File: src/design/rea_pkg.sv
// Package for the RMS error accumulator.
// Holds widths, register indexes, mode codes and the types shared by the block's modules.
// Depends on nothing.
`default_nettype none

package rea_pkg;

    localparam int DATA_W      = 32;
    localparam int SUM_W       = 64;
    localparam int CNT_W       = 13;
    localparam int DIV_W       = 2 * CNT_W;
    localparam int MODE_W      = 2;
    localparam int CFG_IDX_W   = 2;
    localparam int IN_W        = 2 * DATA_W;
    localparam int USER_W      = 2;
    localparam int STEP_W      = $clog2(SUM_W);
    localparam int ROOT_STEPS  = SUM_W / 2;
    localparam int SREM_W      = DATA_W + 3;
    localparam int QUEUE_DEPTH = 4;
    localparam int QPTR_W      = $clog2(QUEUE_DEPTH);

    localparam int DEF_MAX_ROWS = 4096;
    localparam int DEF_MAX_COLS = 4096;

    localparam logic [MODE_W-1:0] MODE_VECTOR  = 2'd0;
    localparam logic [MODE_W-1:0] MODE_ROW     = 2'd1;
    localparam logic [MODE_W-1:0] MODE_COLUMN  = 2'd2;
    localparam logic [MODE_W-1:0] MODE_INVALID = 2'd3;

    localparam logic [CFG_IDX_W-1:0] CFG_ORDER_MODE = 2'd0;
    localparam logic [CFG_IDX_W-1:0] CFG_ROW_COUNT  = 2'd1;
    localparam logic [CFG_IDX_W-1:0] CFG_COL_COUNT  = 2'd2;

    typedef struct packed {
        logic [MODE_W-1:0] order_mode;
        logic [CNT_W-1:0]  row_count;
        logic [CNT_W-1:0]  col_count;
    } t_cfg;

    typedef struct packed {
        logic [DATA_W-1:0] mag;
        logic              last;
        logic              err;
        logic [DIV_W-1:0]  divisor;
    } t_entry;

    typedef enum logic [1:0] {
        S_IDLE,
        S_DIV,
        S_ROOT,
        S_OUT
    } t_back_state;

endpackage

`default_nettype wire

File: src/design/rms_error_accumulator.sv
// Top level of the RMS error accumulator: configuration registers, front, queue and back.
// Depends on rea_pkg, rea_front, rea_queue and rea_back.
//
//   Port group    Dir   Contents
//   i_s_*         in    tdata: measured_value [31:0], estimate_value [63:32]
//   o_m_*         out   tdata: rms_value [31:0]; tuser: mode_error [0], sum_saturated [1]
//   i_cfg_*       in    write enable, register index, 13-bit write data
//
// The front takes one item per cycle while the four-entry queue has room.
// While idle, the back squares and accumulates one item per cycle.
// The item that completes a matrix sends the back through its divide, root and output
// states; the queue absorbs up to four items meanwhile.
// Sync reset clears sum and count, sets a 1x1 row-order shape; no clearing pass.
// A stalled result stays in the output register while the front keeps accepting items.
`default_nettype none

module rms_error_accumulator #(
    parameter int MAX_ROWS = rea_pkg::DEF_MAX_ROWS,
    parameter int MAX_COLS = rea_pkg::DEF_MAX_COLS
) (
    input  wire                            i_clk,
    input  wire                            i_rst_n,
    input  wire                            i_s_tvalid,
    output logic                           o_s_tready,
    input  wire [rea_pkg::IN_W-1:0]        i_s_tdata,   // measured_value, estimate_value
    output logic                           o_m_tvalid,
    input  wire                            i_m_tready,
    output logic [rea_pkg::DATA_W-1:0]     o_m_tdata,   // rms_value
    output logic [rea_pkg::USER_W-1:0]     o_m_tuser,   // mode_error, sum_saturated
    input  wire                            i_cfg_we,
    input  wire [rea_pkg::CFG_IDX_W-1:0]   i_cfg_index,
    input  wire [rea_pkg::CNT_W-1:0]       i_cfg_wdata
);

    rea_pkg::t_cfg     r_cfg;
    rea_pkg::t_entry   w_push_entry;
    rea_pkg::t_entry   w_pop_entry;
    logic              w_push;
    logic              w_full;
    logic              w_pop;
    logic              w_q_valid;

    always_ff @(posedge i_clk) begin
        if (!i_rst_n) begin
            r_cfg.order_mode <= rea_pkg::MODE_ROW;
            r_cfg.row_count  <= rea_pkg::CNT_W'(1);
            r_cfg.col_count  <= rea_pkg::CNT_W'(1);
        end else if (i_cfg_we) begin
            unique case (i_cfg_index)
                rea_pkg::CFG_ORDER_MODE: r_cfg.order_mode <= i_cfg_wdata[rea_pkg::MODE_W-1:0];
                rea_pkg::CFG_ROW_COUNT:  r_cfg.row_count  <= i_cfg_wdata;
                rea_pkg::CFG_COL_COUNT:  r_cfg.col_count  <= i_cfg_wdata;
                default:                 r_cfg            <= r_cfg;
            endcase
        end
    end

    rea_front #(
        .MAX_ROWS (MAX_ROWS),
        .MAX_COLS (MAX_COLS)
    ) u_front (
        .i_clk      (i_clk),
        .i_rst_n    (i_rst_n),
        .i_cfg      (r_cfg),
        .i_s_tvalid (i_s_tvalid),
        .o_s_tready (o_s_tready),
        .i_s_tdata  (i_s_tdata),
        .i_full     (w_full),
        .o_push     (w_push),
        .o_entry    (w_push_entry)
    );

    rea_queue u_queue (
        .i_clk   (i_clk),
        .i_rst_n (i_rst_n),
        .i_push  (w_push),
        .i_entry (w_push_entry),
        .o_full  (w_full),
        .i_pop   (w_pop),
        .o_valid (w_q_valid),
        .o_entry (w_pop_entry)
    );

    rea_back u_back (
        .i_clk      (i_clk),
        .i_rst_n    (i_rst_n),
        .i_q_valid  (w_q_valid),
        .i_entry    (w_pop_entry),
        .o_pop      (w_pop),
        .o_m_tvalid (o_m_tvalid),
        .i_m_tready (i_m_tready),
        .o_m_tdata  (o_m_tdata),
        .o_m_tuser  (o_m_tuser)
    );

endmodule

`default_nettype wire

File: src/design/rea_front.sv
// Front part of the RMS error accumulator: accepts items, forms the saturated difference,
// counts items of the matrix and marks the last one. Depends on rea_pkg.
`default_nettype none

module rea_front #(
    parameter int MAX_ROWS = rea_pkg::DEF_MAX_ROWS,
    parameter int MAX_COLS = rea_pkg::DEF_MAX_COLS
) (
    input  wire                        i_clk,
    input  wire                        i_rst_n,
    input  rea_pkg::t_cfg              i_cfg,
    input  wire                        i_s_tvalid,
    output logic                       o_s_tready,
    input  wire [rea_pkg::IN_W-1:0]    i_s_tdata,
    input  wire                        i_full,
    output logic                       o_push,
    output rea_pkg::t_entry            o_entry
);

    logic [rea_pkg::DIV_W-1:0]    r_count;
    logic [rea_pkg::DIV_W-1:0]    n_count;
    logic [rea_pkg::DATA_W:0]     w_diff;
    logic [rea_pkg::DATA_W-1:0]   w_sat;
    logic [rea_pkg::DATA_W-1:0]   w_mag;
    logic [rea_pkg::CNT_W-1:0]    w_rows;
    logic [rea_pkg::CNT_W-1:0]    w_cols;
    logic [rea_pkg::DIV_W-1:0]    w_divisor;
    logic [rea_pkg::DIV_W-1:0]    w_expected;
    logic [rea_pkg::DIV_W-1:0]    w_next;
    logic                         w_err;
    logic                         w_last;

    function automatic logic [rea_pkg::CNT_W-1:0] clamp_count(
        input logic [rea_pkg::CNT_W-1:0] value,
        input int                        max_value
    );
        logic [rea_pkg::CNT_W-1:0] result;
        if (value == '0) begin
            result = rea_pkg::CNT_W'(1);
        end else if (32'(value) > 32'(max_value)) begin
            result = rea_pkg::CNT_W'(max_value);
        end else begin
            result = value;
        end
        return result;
    endfunction

    always_comb begin
        w_diff = {i_s_tdata[rea_pkg::DATA_W-1], i_s_tdata[rea_pkg::DATA_W-1:0]}
               - {i_s_tdata[rea_pkg::IN_W-1], i_s_tdata[rea_pkg::IN_W-1:rea_pkg::DATA_W]};
        if (w_diff[rea_pkg::DATA_W] != w_diff[rea_pkg::DATA_W-1]) begin
            w_sat = w_diff[rea_pkg::DATA_W] ? {1'b1, {(rea_pkg::DATA_W-1){1'b0}}}
                                            : {1'b0, {(rea_pkg::DATA_W-1){1'b1}}};
        end else begin
            w_sat = w_diff[rea_pkg::DATA_W-1:0];
        end
        w_mag = w_sat[rea_pkg::DATA_W-1] ? (~w_sat + rea_pkg::DATA_W'(1)) : w_sat;

        w_rows     = clamp_count(i_cfg.row_count, MAX_ROWS);
        w_cols     = clamp_count(i_cfg.col_count, MAX_COLS);
        w_divisor  = rea_pkg::DIV_W'(w_rows) * rea_pkg::DIV_W'(w_cols);
        w_expected = (i_cfg.order_mode == rea_pkg::MODE_VECTOR) ? rea_pkg::DIV_W'(w_rows)
                                                                : w_divisor;
        w_err      = (i_cfg.order_mode == rea_pkg::MODE_INVALID);
        w_next     = r_count + rea_pkg::DIV_W'(1);
        w_last     = (w_next >= w_expected);
    end

    assign o_s_tready = !i_full;
    assign o_push     = i_s_tvalid && !i_full;

    always_comb begin
        o_entry.mag     = w_mag;
        o_entry.last    = w_last;
        o_entry.err     = w_err;
        o_entry.divisor = w_divisor;
    end

    always_comb begin
        n_count = r_count;
        if (o_push) begin
            n_count = (w_err || w_last) ? '0 : w_next;
        end
    end

    always_ff @(posedge i_clk) begin
        if (!i_rst_n) begin
            r_count <= '0;
        end else begin
            r_count <= n_count;
        end
    end

endmodule

`default_nettype wire

File: src/design/rea_queue.sv
// Short queue between the front and back parts of the RMS error accumulator.
// Depends on rea_pkg for the entry type and depth.
`default_nettype none

module rea_queue (
    input  wire                 i_clk,
    input  wire                 i_rst_n,
    input  wire                 i_push,
    input  rea_pkg::t_entry     i_entry,
    output logic                o_full,
    input  wire                 i_pop,
    output logic                o_valid,
    output rea_pkg::t_entry     o_entry
);

    rea_pkg::t_entry              r_mem [rea_pkg::QUEUE_DEPTH];
    logic [rea_pkg::QPTR_W-1:0]   r_wr_ptr;
    logic [rea_pkg::QPTR_W-1:0]   r_rd_ptr;
    logic [rea_pkg::QPTR_W:0]     r_fill;
    logic                         w_do_push;
    logic                         w_do_pop;

    assign o_full    = (r_fill == (rea_pkg::QPTR_W + 1)'(rea_pkg::QUEUE_DEPTH));
    assign o_valid   = (r_fill != '0);
    assign o_entry   = r_mem[r_rd_ptr];
    assign w_do_push = i_push && !o_full;
    assign w_do_pop  = i_pop && o_valid;

    always_ff @(posedge i_clk) begin
        if (w_do_push) begin
            r_mem[r_wr_ptr] <= i_entry;
        end
    end

    always_ff @(posedge i_clk) begin
        if (!i_rst_n) begin
            r_wr_ptr <= '0;
            r_rd_ptr <= '0;
            r_fill   <= '0;
        end else begin
            if (w_do_push) begin
                r_wr_ptr <= r_wr_ptr + rea_pkg::QPTR_W'(1);
            end
            if (w_do_pop) begin
                r_rd_ptr <= r_rd_ptr + rea_pkg::QPTR_W'(1);
            end
            case ({w_do_push, w_do_pop})
                2'b10:   r_fill <= r_fill + (rea_pkg::QPTR_W + 1)'(1);
                2'b01:   r_fill <= r_fill - (rea_pkg::QPTR_W + 1)'(1);
                default: r_fill <= r_fill;
            endcase
        end
    end

endmodule

`default_nettype wire

File: src/design/rea_back.sv
// Back part of the RMS error accumulator: squares, accumulates with saturation, then
// divides by rows times cols and takes the integer square root. Depends on rea_pkg.
`default_nettype none

module rea_back (
    input  wire                          i_clk,
    input  wire                          i_rst_n,
    input  wire                          i_q_valid,
    input  rea_pkg::t_entry              i_entry,
    output logic                         o_pop,
    output logic                         o_m_tvalid,
    input  wire                          i_m_tready,
    output logic [rea_pkg::DATA_W-1:0]   o_m_tdata,
    output logic [rea_pkg::USER_W-1:0]   o_m_tuser
);

    rea_pkg::t_back_state          r_state;
    rea_pkg::t_back_state          n_state;

    logic                          r_p_valid;
    logic [rea_pkg::SUM_W-1:0]     r_p_sq;
    logic                          r_p_last;
    logic                          r_p_err;
    logic [rea_pkg::DIV_W-1:0]     r_p_div;

    logic [rea_pkg::SUM_W-1:0]     r_sum;
    logic                          r_sat;
    logic [rea_pkg::SUM_W:0]       w_add;
    logic [rea_pkg::SUM_W-1:0]     w_sum;
    logic                          w_sat;

    logic [rea_pkg::STEP_W-1:0]    r_step;
    logic [rea_pkg::SUM_W-1:0]     r_x;
    logic [rea_pkg::DIV_W-1:0]     r_dv;
    logic [rea_pkg::DIV_W-1:0]     r_rem;
    logic [rea_pkg::DIV_W:0]       w_rem_sh;
    logic                          w_div_ge;
    logic [rea_pkg::DIV_W:0]       w_rem_sub;
    logic [rea_pkg::SREM_W-1:0]    r_srem;
    logic [rea_pkg::DATA_W-1:0]    r_root;
    logic [rea_pkg::SREM_W-1:0]    w_srem_sh;
    logic [rea_pkg::SREM_W-1:0]    w_trial;
    logic                          w_root_ge;
    logic                          r_res_err;
    logic                          r_res_sat;

    logic                          w_out_load;
    logic                          r_out_valid;
    logic [rea_pkg::DATA_W-1:0]    r_out_data;
    logic [rea_pkg::USER_W-1:0]    r_out_user;

    always_comb begin
        w_add = {1'b0, r_sum} + {1'b0, r_p_sq};
        if (w_add[rea_pkg::SUM_W]) begin
            w_sum = '1;
            w_sat = 1'b1;
        end else begin
            w_sum = w_add[rea_pkg::SUM_W-1:0];
            w_sat = r_sat;
        end

        w_rem_sh  = {r_rem, r_x[rea_pkg::SUM_W-1]};
        w_div_ge  = (w_rem_sh >= {1'b0, r_dv});
        w_rem_sub = w_rem_sh - {1'b0, r_dv};

        w_srem_sh = {r_srem[rea_pkg::DATA_W:0], r_x[rea_pkg::SUM_W-1:rea_pkg::SUM_W-2]};
        w_trial   = {1'b0, r_root, 2'b01};
        w_root_ge = (w_srem_sh >= w_trial);
    end

    always_comb begin
        n_state = r_state;
        unique case (r_state)
            rea_pkg::S_IDLE: begin
                if (r_p_valid && r_p_err) begin
                    n_state = rea_pkg::S_OUT;
                end else if (r_p_valid && r_p_last) begin
                    n_state = rea_pkg::S_DIV;
                end
            end
            rea_pkg::S_DIV: begin
                if (r_step == rea_pkg::STEP_W'(rea_pkg::SUM_W - 1)) begin
                    n_state = rea_pkg::S_ROOT;
                end
            end
            rea_pkg::S_ROOT: begin
                if (r_step == rea_pkg::STEP_W'(rea_pkg::ROOT_STEPS - 1)) begin
                    n_state = rea_pkg::S_OUT;
                end
            end
            rea_pkg::S_OUT: begin
                if (w_out_load) begin
                    n_state = rea_pkg::S_IDLE;
                end
            end
            default: n_state = rea_pkg::S_IDLE;
        endcase
    end

    always_comb begin
        o_pop      = i_q_valid && (r_state == rea_pkg::S_IDLE)
                   && !(r_p_valid && (r_p_last || r_p_err));
        w_out_load = (r_state == rea_pkg::S_OUT) && (!r_out_valid || i_m_tready);
    end

    always_ff @(posedge i_clk) begin
        if (o_pop) begin
            r_p_sq   <= rea_pkg::SUM_W'(i_entry.mag) * rea_pkg::SUM_W'(i_entry.mag);
            r_p_last <= i_entry.last;
            r_p_err  <= i_entry.err;
            r_p_div  <= i_entry.divisor;
        end
    end

    always_ff @(posedge i_clk) begin
        if (!i_rst_n) begin
            r_state     <= rea_pkg::S_IDLE;
            r_p_valid   <= 1'b0;
            r_sum       <= '0;
            r_sat       <= 1'b0;
            r_out_valid <= 1'b0;
            r_step      <= '0;
        end else begin
            r_state   <= n_state;
            r_p_valid <= o_pop;
            if (r_p_valid) begin
                if (r_p_err || r_p_last) begin
                    r_sum <= '0;
                    r_sat <= 1'b0;
                end else begin
                    r_sum <= w_sum;
                    r_sat <= w_sat;
                end
            end
            if (r_state != n_state) begin
                r_step <= '0;
            end else if (r_state == rea_pkg::S_DIV || r_state == rea_pkg::S_ROOT) begin
                r_step <= r_step + rea_pkg::STEP_W'(1);
            end
            if (w_out_load) begin
                r_out_valid <= 1'b1;
            end else if (i_m_tready) begin
                r_out_valid <= 1'b0;
            end
        end
    end

    always_ff @(posedge i_clk) begin
        unique case (r_state)
            rea_pkg::S_IDLE: begin
                r_rem  <= '0;
                r_srem <= '0;
                r_root <= '0;
                r_x    <= w_sum;
                r_dv   <= r_p_div;
                if (r_p_valid && r_p_err) begin
                    r_res_err <= 1'b1;
                    r_res_sat <= 1'b0;
                end else begin
                    r_res_err <= 1'b0;
                    r_res_sat <= w_sat;
                end
            end
            rea_pkg::S_DIV: begin
                r_rem <= w_div_ge ? w_rem_sub[rea_pkg::DIV_W-1:0]
                                  : w_rem_sh[rea_pkg::DIV_W-1:0];
                r_x   <= {r_x[rea_pkg::SUM_W-2:0], w_div_ge};
            end
            rea_pkg::S_ROOT: begin
                r_srem <= w_root_ge ? (w_srem_sh - w_trial) : w_srem_sh;
                r_root <= {r_root[rea_pkg::DATA_W-2:0], w_root_ge};
                r_x    <= {r_x[rea_pkg::SUM_W-3:0], 2'b00};
            end
            rea_pkg::S_OUT: begin
                r_rem <= r_rem;
            end
            default: begin
                r_rem <= r_rem;
            end
        endcase
    end

    always_ff @(posedge i_clk) begin
        if (w_out_load) begin
            r_out_data <= r_res_err ? '0 : r_root;
            r_out_user <= {r_res_sat && !r_res_err, r_res_err};
        end
    end

    assign o_m_tvalid = r_out_valid;
    assign o_m_tdata  = r_out_data;
    assign o_m_tuser  = r_out_user;

endmodule

`default_nettype wire

File: config.mk
export PLATFORM = sky130hd
export DESIGN_NAME = rms_error_accumulator
export DESIGN_NICKNAME = d
export VERILOG_FILES = /design/src/design/rea_pkg.sv /design/src/design/rms_error_accumulator.sv /design/src/design/rea_front.sv /design/src/design/rea_queue.sv /design/src/design/rea_back.sv
export SDC_FILE = /design/constraint.sdc
export NUM_CORES = 2
export LEC_CHECK = 0
export ABC_AREA = 1
export BUFFER_PORTS_ARGS = -buffer_cell sky130_fd_sc_hd__buf_4
export CAP_MARGIN = 20
export CORE_UTILIZATION = 50
export CTS_CLUSTER_SIZE = 40
export DETAILED_ROUTE_END_ITERATION = 7
export HOLD_SLACK_MARGIN = 0.08
export PLACE_DENSITY = 0.68
export SYNTH_ARGS = -nofsm -noshare
export SYNTH_HDL_FRONTEND = slang
export SYNTH_HIERARCHICAL = 1
export SYNTH_SLANG_ARGS = --single-unit
File: constraint.sdc
create_clock -name i_clk -period 9.2 [get_ports i_clk]
set_input_delay 1.38 -clock i_clk [delete_from_list [all_inputs] [get_ports i_clk]]
set_output_delay 1.38 -clock i_clk [all_outputs]
set_load 0.02 [all_outputs]
==> flow_summary.ini <==
[min_path]
min_path_type = reg2reg
min_path_cells = 0
min_to = u_back/r_dv[14]
hp-start = u_back/r_p_div[14]

[timing]
report.final.slew_viol_count = 0
setup_viol_count_final = 0
fin_worst_skew_ns = 0.0470
min_period_ns = 8.83
relSlewSlack_pct = 21.6
fmax_mhz = 113
finalSetupTns_ns = 0
worst_pin_slew_ns = 1.18
hold_violations = 0
finalCritPeriodShare_pct = 96.0
rsz0062_at_grt = false

[worst_setup_path]
arrival_ns = 9.26
cp.required_ns = 9.63
crit_fanout = 39
rrSetupSlack_ns = 0.37
r2r_cells = 26
crit_type = reg2reg
cp-start-kind = flop
cp_common_cell = fa_1
r2r-end = u_back/r_p_sq[54]
critPathMaxStageDelay_ns = 0.70
endpoint_kind = flop
crit_slowest_cell = o21ai_0

[clock_network]
cts_hold_buf = 0
clkTransAtPathRegs_ns = 0.06
clk_path_buf_depth = 3
htreeDepth = 3
clockRootBuffer = clkbuf_16
cts_tree = yes
cts_buffers = 80
cts_sinks = 686
insertion_delay_ns = 0.72

[synthesis]
synth_top_cell_by_area = fa_1
yosysTopAreaCellShare_pct = 23.8
ys.flop_type = edfxtp_1
synthArstFlopShare_pct = 0
synth_area_per_cell_um2 = 8.00
yosys_warnings = 6
netlist_instances = 9711
syn_nets = 11279
ys_seq_elements = 686
syn_area_mm2 = 0.0777
synth_cell_type_count = 60
synth_top_cells_by_area = fa_1 24%, edfxtp_1 21%, nand2_1 11%, inv_1 11%, ha_1 9.0%
seq_area_frac_synth_pct = 24.7
synth_edf_count = 548

[floorplan]
dieArea_mm2 = 0.157
num_rows = 144
die_height_um = 396
die_x_um = 396
core_area_mm2 = 0.154
ios = 120
start_util_pct = 50.4

[routing]
drt_iter0_markers = 4678
avgViaCountPerCell = 5.18
wl_um = 215000
wire_per_inst_um = 18.1
dr.pass1.iters = 8
vias = 61726
postRouteAntennaNets = 0
drcViolationCount = 18

[run_status]
status = finished, violations left
violations = DRC

[global_routing]
grt_max_degree = 71
grt_overflow = 0
grt_pass1_wl_um = 347000
antenna_found_initial = 3
grt_pass1_vias = 63846
grt_util_all_layers_pct = 28.2

[placed_design]
portBuffers = 119
hpwl_um = 175000
gp_congestion = 0.974

[layout]
nets = 11361
drive_above_1_share_pct = 6.35
fillers = 14493
area_growth_pct = 8.41

[flow_run]
cap_violations = 0
## routing by layer
metal,track usage (%),wire length [um]
met1,37.4,92800
met2,47.4,102000
met3,3.80,13300
met4,9.13,7340
met5,0,13
## flip-flops by register name (all words and copies together) (netlist names), 2 cells and up, named ones only
signal            flops
r_cfg                28
u_back/o_m_tdata     32
u_back/o_m_tuser      2
u_back/r_dv          26
u_back/r_p_div       26
u_back/r_p_sq        63
u_back/r_rem         26
u_back/r_root        32
u_back/r_srem        33
u_back/r_state        2
u_back/r_step         6
u_back/r_sum         64
u_back/r_x           64
u_front/r_count      26
u_queue/r_fill        3
u_queue/r_mem       240
u_queue/r_rd_ptr      2
u_queue/r_wr_ptr      2
## placed cells by master (no fill, tap or decap), drive strengths merged, types with 12 or more instances in the layout
cell type	synthesis	layout
fa	922	922
a21oi	391	391
nand2	2414	2414
o21ai	325	325
nand3	298	298
buf	74	254
nor3	70	70
clkbuf	180	95
a21o	27	27
edfxtp	548	548
o21bai	49	49
a31oi	17	17
xnor2	76	76
o22ai	60	60
nor4	23	23
inv	2386	2392
dfxtp	138	138
nand4	50	50
o221ai	20	20
nor2	816	816
o21a	12	12
bufinv	0	12
xor2	179	179
o211ai	14	14
ha	562	562
clkinv	7	32
## critical path, delay by kind of cell, from the launching register on
kind,cells,cell delay [ns]
compound gates,5,1.88
simple gates,4,0.49
buf+inv,8,1.09
flops,1,0.52
fa+ha+maj,9,4.54
## stage by stage
stage	instance area [um^2]	instances	hold WS [ns]	setup slack, ns	utilization, %
after CTS	84000	11894	0.419	0.0448	54.5
final	84200	11906	0.417	0.372	54.6
after global routing	84200	11906	0.426	0.0111	54.6
after detailed placement	81200	11745	0.407	0.0706	52.7
after global placement	81200	11745	0.401	0.171	52.7
after floorplan	77700	9711	0.400	1.33	-
## cell usage after synthesis, drive strengths merged (14+ instances only)
| master | n |
|---|---|
| nand4 | 50 |
| dfxtp | 138 |
| xnor2 | 76 |
| a31oi | 17 |
| o211ai | 14 |
| o21bai | 49 |
| inv | 2386 |
| o21ai | 325 |
| a21o | 27 |
| nor4 | 23 |
| o221ai | 20 |
| ha | 562 |
| o22ai | 60 |
| nor3 | 70 |
| a21oi | 391 |
| nand3 | 298 |
| xor2 | 179 |
| nor2 | 816 |
| edfxtp | 548 |
| buf | 74 |
| clkbuf | 180 |
| nand2 | 2414 |
| fa | 922 |
## how the worst max path moves through the flow
stage | end | slack [ns]
after global routing | u_back/r_p_sq[57] | 0.01
after floorplan | u_back/r_p_sq[63] | 1.33
final | u_back/r_p_sq[54] | 0.37
after CTS | u_front/r_count[23] | 0.04
after global placement | u_front/r_count[2] | 0.17
after detailed placement | u_front/r_count[23] | 0.07
## layout make-up
type	instances	area, um^2	area share [%]
multi-input combinational	6378	48600	57.7
clock inverter	54	694	0.824
antenna	2	5.00	0.00594
clock buffer	95	2110	2.50
inverter	2393	9000	10.7
sequential	686	19200	22.8
tap	2044	2560	3.04
timing repair buffer	254	2010	2.39
## kinds of logic after synthesis
| kind of cell | share of synthesized area (%) |
|---|---|
| DFF | 24.7 |
| buffers and inverters | 13.2 |
| muxes | 0.0129 |
| and+or+nand+nor | 19.4 |
| AOI/OAI and AO/OA | 6.97 |
| adders and majority gates | 32.8 |
| xor gates and xnor gates | 2.89 |
## timing repair
action / 4_1_cts / 5_1_grt
gates resized for setup: 0 / 25
buffers inserted: 0 / 8
endpoints found under the setup margin: 0 / 35
Power is left out: the tool's default activity adds up to more than one toggle a clock period on the data nets, which glitch-free logic cannot reach.
